===== src/design/rlec_pkg.sv =====
// ----------------------------------------------------------------------------
// rlec_pkg
// Shared types and codes for the reference-counted LRU entry cache.
// ----------------------------------------------------------------------------
package rlec_pkg;

    localparam int SLOT_IDX_W = 8;   // wide enough for the largest table
    localparam int KEY_W      = 32;
    localparam int AGE_W      = 32;
    localparam int RCNT_W     = 31;

    localparam logic [1:0] CMD_GET     = 2'd0;
    localparam logic [1:0] CMD_RELEASE = 2'd1;

    localparam logic [2:0] ST_HIT       = 3'd0;
    localparam logic [2:0] ST_INSERTED  = 3'd1;
    localparam logic [2:0] ST_CREATE_NG = 3'd2;
    localparam logic [2:0] ST_FULL      = 3'd3;
    localparam logic [2:0] ST_PRESENT   = 3'd4;
    localparam logic [2:0] ST_ABSENT    = 3'd5;
    localparam logic [2:0] ST_RELEASED  = 3'd6;
    localparam logic [2:0] ST_REL_EMPTY = 3'd7;

    localparam logic [4:0] SIZE_LIMIT_RST = 5'd16;

    typedef struct packed {
        logic [1:0]       cmd;
        logic [KEY_W-1:0] key;
        logic             create_ok;
        logic [3:0]       handle;
    } t_in;

    typedef struct packed {
        logic [2:0] status;
        logic [3:0] handle_out;
        logic [4:0] evicted_count;
    } t_out;

    typedef enum logic [2:0] {
        OP_NONE,
        OP_INSERT,
        OP_ADDREF,
        OP_RELEASE,
        OP_EVICT
    } t_op;

    // Command broadcast to every cell.
    typedef struct packed {
        t_op                    op;
        logic [SLOT_IDX_W-1:0]  idx;
        logic [KEY_W-1:0]       key;
        logic signed [AGE_W-1:0] stamp;
    } t_cell_cmd;

    // Search packet that moves one cell per cycle.
    typedef struct packed {
        logic                    active;
        logic                    match_found;
        logic [SLOT_IDX_W-1:0]   match_idx;
        logic                    free_found;
        logic [SLOT_IDX_W-1:0]   free_idx;
        logic                    vic_found;
        logic [SLOT_IDX_W-1:0]   vic_idx;
        logic signed [AGE_W-1:0] vic_age;
        logic                    h_valid;
        logic                    h_le1;
    } t_pkt;

endpackage


===== src/design/refcounted_lru_entry_cache.sv =====
// ----------------------------------------------------------------------------
// refcounted_lru_entry_cache
// Keyed entry table with reference counts and least-recently-released
// eviction, built as a chain of slot cells.
// ----------------------------------------------------------------------------
// Input channel: i_valid/i_data, this block drives o_stall. A transaction is
// taken when i_valid is high and o_stall is low; o_stall is high while a
// transaction is being worked on. Output channel: o_valid/o_data, the
// receiver drives i_stall. Every input transaction gives one output
// transaction.
// Each command sends a search packet down the cell chain, one cell a cycle.
// A hit, release or query goes from the sweep straight to the finish state,
// which raises o_valid; the block then returns to idle for the next
// transaction. An insert passes through a check state first; every eviction
// adds another sweep and check, and a sweep that finds no victim ends it.
// A result waiting in the output register does not stop the next
// transaction from being taken; only the final hand-off waits for it.
// The user writes size_limit via i_cfg_we/i_cfg_data only while idle (unenforced).
// Reset (synchronous, i_rst_n low) empties the table, clears the entry and
// release counters and sets size_limit to 16.
// ----------------------------------------------------------------------------
module refcounted_lru_entry_cache import rlec_pkg::*; #(
    parameter int CAPACITY = 16,
    parameter int KEY_BITS = 32
) (
    input  logic       i_clk,
    input  logic       i_rst_n,
    input  logic       i_valid,
    input  t_in        i_data,
    output logic       o_stall,
    output logic       o_valid,
    output t_out       o_data,
    input  logic       i_stall,
    input  logic       i_cfg_we,
    input  logic [4:0] i_cfg_data
);

    localparam int KW   = (KEY_BITS < KEY_W) ? KEY_BITS : KEY_W;
    localparam int CW   = $clog2(CAPACITY + 1);
    localparam int CMPW = (CW > 5) ? CW : 5;
    localparam logic [RCNT_W-1:0] RCNT_MAX = {RCNT_W{1'b1}};

    typedef enum logic [1:0] {S_IDLE, S_SWEEP, S_CHECK, S_FINISH} t_state;

    t_state            r_state;
    t_in               r_req;
    t_cell_cmd         r_cmd;
    logic              r_inj;
    logic              r_evicting;
    logic [CW-1:0]     r_count;
    logic [RCNT_W-1:0] r_rcnt;
    logic [4:0]        r_limit;
    logic [4:0]        r_evicted;
    t_out              r_res;
    logic              r_ovalid;
    t_out              r_odata;

    t_pkt              w_pkt [CAPACITY+1];
    t_pkt              w_last;
    logic [RCNT_W-1:0] w_rcnt_next;
    logic              w_accept;

    assign w_accept = i_valid && !o_stall;
    assign o_stall  = (r_state != S_IDLE);
    assign w_last   = w_pkt[CAPACITY];
    assign w_rcnt_next = (r_rcnt == RCNT_MAX) ? r_rcnt : r_rcnt + 1'b1;

    always_comb begin
        w_pkt[0]        = '0;
        w_pkt[0].active = r_inj;
    end

    for (genvar g = 0; g < CAPACITY; g++) begin : g_cell
        rlec_cell #(.IDX(g), .KW(KW)) u_cell (
            .i_clk  (i_clk),
            .i_rst_n(i_rst_n),
            .i_cmd  (r_cmd),
            .i_pkt  (w_pkt[g]),
            .o_pkt  (w_pkt[g+1])
        );
    end

    always_ff @(posedge i_clk) begin
        if (!i_rst_n) begin
            r_state    <= S_IDLE;
            r_cmd.op   <= OP_NONE;
            r_inj      <= 1'b0;
            r_evicting <= 1'b0;
            r_count    <= '0;
            r_rcnt     <= '0;
            r_limit    <= SIZE_LIMIT_RST;
            r_ovalid   <= 1'b0;
        end else begin
            if (i_cfg_we) r_limit <= i_cfg_data;
            if (r_state == S_FINISH && (!r_ovalid || !i_stall)) begin
                r_ovalid <= 1'b1;
                r_odata  <= '{status: r_res.status, handle_out: r_res.handle_out,
                              evicted_count: r_evicted};
            end else if (r_ovalid && !i_stall) begin
                r_ovalid <= 1'b0;
            end
            unique case (r_state)
                S_IDLE: begin
                    r_cmd.op <= OP_NONE;
                    r_inj    <= w_accept;
                    if (w_accept) begin
                        r_req      <= i_data;
                        r_cmd.key  <= i_data.key;
                        r_cmd.idx  <= SLOT_IDX_W'(i_data.handle);
                        r_evicting <= 1'b0;
                        r_evicted  <= '0;
                        r_res      <= '0;
                        r_state    <= S_SWEEP;
                    end
                end
                S_SWEEP: begin
                    r_inj <= 1'b0;
                    if (!w_last.active) begin
                        r_cmd.op <= OP_NONE;
                    end else if (r_evicting) begin
                        if (w_last.vic_found) begin
                            r_cmd.op  <= OP_EVICT;
                            r_cmd.idx <= w_last.vic_idx;
                            r_count   <= r_count - 1'b1;
                            r_evicted <= r_evicted + 1'b1;
                            r_state   <= S_CHECK;
                        end else begin
                            r_cmd.op <= OP_NONE;
                            r_state  <= S_FINISH;
                        end
                    end else if (r_req.cmd == CMD_GET) begin
                        if (w_last.match_found) begin
                            r_cmd.op         <= OP_ADDREF;
                            r_cmd.idx        <= w_last.match_idx;
                            r_res.status     <= ST_HIT;
                            r_res.handle_out <= w_last.match_idx[3:0];
                            r_state          <= S_FINISH;
                        end else if (!r_req.create_ok) begin
                            r_cmd.op     <= OP_NONE;
                            r_res.status <= ST_CREATE_NG;
                            r_state      <= S_FINISH;
                        end else if (!w_last.free_found) begin
                            r_cmd.op     <= OP_NONE;
                            r_res.status <= ST_FULL;
                            r_state      <= S_FINISH;
                        end else begin
                            r_cmd.op         <= OP_INSERT;
                            r_cmd.idx        <= w_last.free_idx;
                            r_count          <= r_count + 1'b1;
                            r_res.status     <= ST_INSERTED;
                            r_res.handle_out <= w_last.free_idx[3:0];
                            r_state          <= S_CHECK;
                        end
                    end else if (r_req.cmd == CMD_RELEASE) begin
                        r_res.handle_out <= r_req.handle;
                        r_state          <= S_FINISH;
                        if (w_last.h_valid) begin
                            r_cmd.op     <= OP_RELEASE;
                            r_cmd.stamp  <= -$signed({1'b0, w_rcnt_next});
                            r_res.status <= ST_RELEASED;
                            if (w_last.h_le1) r_rcnt <= w_rcnt_next;
                        end else begin
                            r_cmd.op     <= OP_NONE;
                            r_res.status <= ST_REL_EMPTY;
                        end
                    end else begin
                        r_cmd.op <= OP_NONE;
                        r_state  <= S_FINISH;
                        if (w_last.match_found) begin
                            r_res.status     <= ST_PRESENT;
                            r_res.handle_out <= w_last.match_idx[3:0];
                        end else begin
                            r_res.status <= ST_ABSENT;
                        end
                    end
                end
                S_CHECK: begin
                    // The update from the last search lands in the cells this cycle.
                    r_cmd.op <= OP_NONE;
                    if (CMPW'(r_count) > CMPW'(r_limit)) begin
                        r_evicting <= 1'b1;
                        r_inj      <= 1'b1;
                        r_state    <= S_SWEEP;
                    end else begin
                        r_inj   <= 1'b0;
                        r_state <= S_FINISH;
                    end
                end
                S_FINISH: begin
                    r_cmd.op <= OP_NONE;
                    r_inj    <= 1'b0;
                    if (!r_ovalid || !i_stall) begin
                        r_state <= S_IDLE;
                    end
                end
                default: r_state <= S_IDLE;
            endcase
        end
    end

    assign o_valid = r_ovalid;
    assign o_data  = r_odata;

endmodule


===== src/design/rlec_cell.sv =====
// ----------------------------------------------------------------------------
// rlec_cell
// One table slot: holds valid, key and age, folds itself into the passing
// search packet and applies broadcast updates addressed to it.
// ----------------------------------------------------------------------------
module rlec_cell import rlec_pkg::*; #(
    parameter int IDX = 0,
    parameter int KW  = 32
) (
    input  logic      i_clk,
    input  logic      i_rst_n,
    input  t_cell_cmd i_cmd,
    input  t_pkt      i_pkt,
    output t_pkt      o_pkt
);

    localparam logic [SLOT_IDX_W-1:0] MY_IDX = SLOT_IDX_W'(IDX);
    localparam logic signed [AGE_W-1:0] AGE_MAX = 32'sh7fffffff;

    logic                    r_valid;
    logic [KW-1:0]           r_key;
    logic signed [AGE_W-1:0] r_age;
    t_pkt                    r_pkt;
    t_pkt                    n_pkt;
    logic                    w_sel;

    assign w_sel = (i_cmd.idx == MY_IDX);

    always_comb begin
        n_pkt = i_pkt;
        if (!n_pkt.match_found && r_valid && r_key == i_cmd.key[KW-1:0]) begin
            n_pkt.match_found = 1'b1;
            n_pkt.match_idx   = MY_IDX;
        end
        if (!n_pkt.free_found && !r_valid) begin
            n_pkt.free_found = 1'b1;
            n_pkt.free_idx   = MY_IDX;
        end
        // Strictly greater keeps the lowest slot on a tie.
        if (r_valid && r_age <= 0 && (!i_pkt.vic_found || i_pkt.vic_age < r_age)) begin
            n_pkt.vic_found = 1'b1;
            n_pkt.vic_idx   = MY_IDX;
            n_pkt.vic_age   = r_age;
        end
        if (w_sel) begin
            n_pkt.h_valid = r_valid;
            n_pkt.h_le1   = (r_age <= 1);
        end
    end

    always_ff @(posedge i_clk) begin
        if (!i_rst_n) begin
            r_valid      <= 1'b0;
            r_pkt.active <= 1'b0;
        end else begin
            r_pkt <= i_pkt.active ? n_pkt : i_pkt;
            if (w_sel) begin
                unique case (i_cmd.op)
                    OP_INSERT: begin
                        r_valid <= 1'b1;
                        r_key   <= i_cmd.key[KW-1:0];
                        r_age   <= 32'sd1;
                    end
                    OP_ADDREF: begin
                        if (r_age > 0) begin
                            if (r_age != AGE_MAX) r_age <= r_age + 32'sd1;
                        end else begin
                            r_age <= 32'sd1;
                        end
                    end
                    OP_RELEASE: begin
                        if (r_age > 1) r_age <= r_age - 32'sd1;
                        else           r_age <= i_cmd.stamp;
                    end
                    OP_EVICT: r_valid <= 1'b0;
                    default: ;
                endcase
            end
        end
    end

    assign o_pkt = r_pkt;

endmodule


===== config.mk =====
export PLATFORM = sky130hd
export DESIGN_NAME = refcounted_lru_entry_cache
export DESIGN_NICKNAME = d
export VERILOG_FILES = /design/src/design/rlec_pkg.sv /design/src/design/refcounted_lru_entry_cache.sv /design/src/design/rlec_cell.sv
export SDC_FILE = /design/constraint.sdc
export NUM_CORES = 2
export LEC_CHECK = 0
export ABC_AREA = 0
export ABC_CLOCK_PERIOD_IN_PS = 7200
export BUFFER_PORTS_ARGS = -buffer_cell sky130_fd_sc_hd__buf_2
export CAP_MARGIN = 10
export CORE_MARGIN = 4
export CORE_UTILIZATION = 45
export CTS_CLUSTER_DIAMETER = 150
export DETAILED_ROUTE_END_ITERATION = 6
export PLACE_DENSITY = 0.72
export SETUP_SLACK_MARGIN = 0.02
export SLEW_MARGIN = 20
export SYNTH_ARGS = -nofsm -noshare
export SYNTH_HDL_FRONTEND = slang
export SYNTH_SLANG_ARGS = --single-unit

===== constraint.sdc =====
create_clock -name i_clk -period 7.2 [get_ports i_clk]
set_input_delay 0.72 -clock i_clk [delete_from_list [all_inputs] [get_ports i_clk]]
set_output_delay 0.72 -clock i_clk [all_outputs]
set_load 0.005 [all_outputs]

==> impl_metrics.toml <==
[run_status]
status = "complete, no violations"

[clock_tree]
htree_levels = 4
insertion_delay_ps = 910
tritoncts = "done"
cts-buffers-inserted = 205
cts_max_path_buffers = 3
cts.sinks = 1911
cts_root_buf = "clkbuf_16"
cts_setup_buffers = 0
clkTransAtPathRegs_ps = 60

[die]
die_w_um = 510.9
die_h_um = 510.9
start_util_pct = 45.23
num_rows = 184
core-area_sq_mm = 0.2516
fp.dieArea_sq_mm = 0.2610
ioPinCount = 63

[critical_path]
max_stage_delay_ps = 900
rr_worst_depth = 11
slowest_stage = "nor4_4"
end_kind = "register"
worst_r2r_endpoint = "r_cmd[26]"
crit_start = "r_rcnt[1]"
cp_cell_sequence = "ha_1 -> nand4_1 -> nor4_4 -> nand2_1 -> xnor2_1 -> ha_1 -> o211ai_1 -> nor4_1 -> or4b_1 -> nor2_1 -> xor2_1"
path_buf_inv = 0
path_max_fanout = 16
startpoint_type = "register"
reg2reg_slack_ps = 2290
setup.worst_path.class = "register to register"
path_common_cell = "ha_1"
cp_top_family = "simple AND/OR/NAND/NOR gates"
cp.arrival_ps = 5520
critPathRequiredTime_ps = 7810
r2r_start = "r_rcnt[1]"

[route]
drc = 0
wl_per_cell_um = 23.92
wl_um = 335100
drt-pass1-iter-count = 6
drt_iter0_drc = 10770
antenna_left = 0
viasPerCell = 6.093
vias = 85340

[logic_synthesis]
yosysMostFrequentCell = "edfxtp_1"
yosysUniqueCellTypes = 90
synth_top_cell_area_share_pct = 48.28
yosysTopAreaCell = "edfxtp_1"
seq_area_frac_synth_pct = 49.70
synthTopCellsByArea = "edfxtp_1 (48%), xnor2_1 (9.6%), ha_1 (5.8%)"
synth_seq_cells = 1911
synth_commonest_cells = "edfxtp_1 (1830), xnor2_1 (1253), nand2_1 (679), clkbuf_1 (538), ha_1 (525)"
synthCells = 10590
synthesis.nets = 11160
avgSynthCellArea_sq_um = 10.75
synth_flop_cell = "edfxtp_1"
yosys_warnings = 0
synth_edf_count = 1830
synth_area_sq_mm = 0.1138
synthArstFlopShare_pct = 0

[cells_and_area]
syn2layout_area_growth_pct = 10.17
finalNetCount = 11040
drive_gt1_share_pct = 10.67

[worst_hold_path]
holdPathEnd = "r_cmd[49]"
whs_path_depth = 1
min-delay-path-class = "input port to register"
hp-start = "i_data[22]"

[timing]
setup_tns_ps = 0
slew_headroom_pct = 21.34
fin_skew_ps = 95.20
maxSlewViolCount = 0
rsz0062_at_grt = "false"
setup_viol = 0
worst_pin_slew_ps = 1169
finalWorstSetupSlack_ps = 2289
clock.fmax_mhz = 203.6
hold_viol = 0
period_share_pct = 68.21
finalCriticalPeriod_ps = 4911

[global_route]
gr-total-overflow = 0
antenna_found_initial = 17
grtUsageTotal_pct = 24.71
grt_max_degree = 183
grt_pass1_vias = 81770
grt_pass1_wl_um = 505300

[place]
io_buffers = 62
place_ws_ps = 2284
gp_congestion = 0.9666
dp_hpwl_um = 223200

[pwr]
p_leak_nw = 46.89
power.density_mw_per_mm2 = 195.2
vdd_drop_max_mv = 0.2284

[job]
max_cap_violations = 0
worst register-to-register path, stage by stage, from the launching register on:
cell and delay (ps):
dfxtp_1 420, ha_1 350, nand4_1 290, nor4_4 900, nand2_1 360, xnor2_1 310, ha_1 260, o211ai_1 170
nor4_1 650, or4b_1 630, nor2_1 190, xor2_1 100
logic make-up (layout without fill, tap and decap cells):
family | count (synthesis) | in the layout | share of synthesized area [%]
xor+xnor | 1447 | 1447 | 11.13
buf+inv | 1150 | 1205 | 3.882
mux | 520 | 520 | 5.141
fa+ha+maj | 526 | 526 | 5.789
simple gates | 3269 | 3269 | 14.83
compound gates | 1762 | 1762 | 9.516
other cells | 0 | 19 | 0
flops | 1911 | 1911 | 49.70
cells in the final DEF (no fill, tap or decap), types with 182 or more instances in the layout:
cell | synthesis | routed
clkbuf_16 | 0 | 205
a21o_1 | 255 | 255
buf_4 | 1 | 182
inv_1 | 513 | 513
nor2_1 | 508 | 489
nor4_1 | 205 | 203
nor3_1 | 364 | 359
xnor2_1 | 1253 | 1253
nand2_1 | 679 | 676
mux2_2 | 369 | 369
o21ai_0 | 419 | 418
edfxtp_1 | 1830 | 1830
o22ai_1 | 448 | 448
nand4_1 | 316 | 316
a21oi_1 | 380 | 378
ha_1 | 525 | 524
xor2_1 | 194 | 194
nand3_1 | 405 | 405
where the power goes:
| part | leakage [nW] | total (W) | switching, W | internal (W) |
|---|---|---|---|---|
| combinational | 26.7 | 0.000814 | 0.000479 | 0.000335 |
| sequential | 16.8 | 0.0126 | 0.000207 | 0.0124 |
| clock | 3.43 | 0.0111 | 0.00473 | 0.00635 |
| total | 46.9 | 0.0245 | 0.00541 | 0.0191 |
timing repair:
item,CTS,global route
hold buffers,39,0
endpoints found under the hold margin,39,0
gates resized for setup,0,0
layout make-up:
cell class,instances,area [sq um]
clock buffer,254,5424
timing repair buffer,287,2157
multi-input combinational,7524,53300
fill,21650,126200
antenna,19,47.55
tap,3348,4189
inverter,531,1993
sequential,1911,56570
clock inverter,133,1708
state kept, by name (all words and copies together), names as in the netlist:
register,cells
r_count,5
r_rcnt,31
r_evicted,5
g_cell.u_cell.r_age,512
r_res,7
r_state,2
g_cell.u_cell.r_key,512
g_cell.u_cell.r_valid,16
r_cmd,71
o_data,12
g_cell.u_cell.o_pkt,723
r_limit,5
r_inj,1
r_evicting,1
o_valid,1
r_req,7
routing by layer:
metal	vias to the layer above	part of all wire, %	global-route usage, %
met1	41490	39	32.40
li1	38580	-	-
met5	-	0.019	0
met2	4335	46	39.13
met3	919	9.2	4.477
met4	10	5.5	12.92
metrics by stage:
step | utilization (%) | area (sq um) | std cells | hold WS [ps] | power (W)
after detailed placement | 46.80 | 117800 | 13560 | 415.6 | 0.01360
after floorplan | - | 113800 | 10590 | 400.3 | 0.01318
after global placement | 46.80 | 117800 | 13560 | 410.4 | 0.01357
after global routing | 49.81 | 125300 | 13990 | 24.90 | 0.02521
final | 49.83 | 125400 | 14010 | 82.77 | 0.02448
after CTS | 49.79 | 125300 | 13990 | 11.37 | 0.02463
how the worst max path moves through the flow:
stage                     depth (start not counted)                   endpoint
final                                            11                  r_cmd[26]
after global routing                             11                  r_cmd[26]
after CTS                                        11                  r_cmd[26]
after detailed placement                         11                  r_cmd[26]
after global placement                           11                  r_cmd[24]
after floorplan                                  10  g_cell[5].u_cell.r_age[0]
Power figures use the tool's default switching activity.
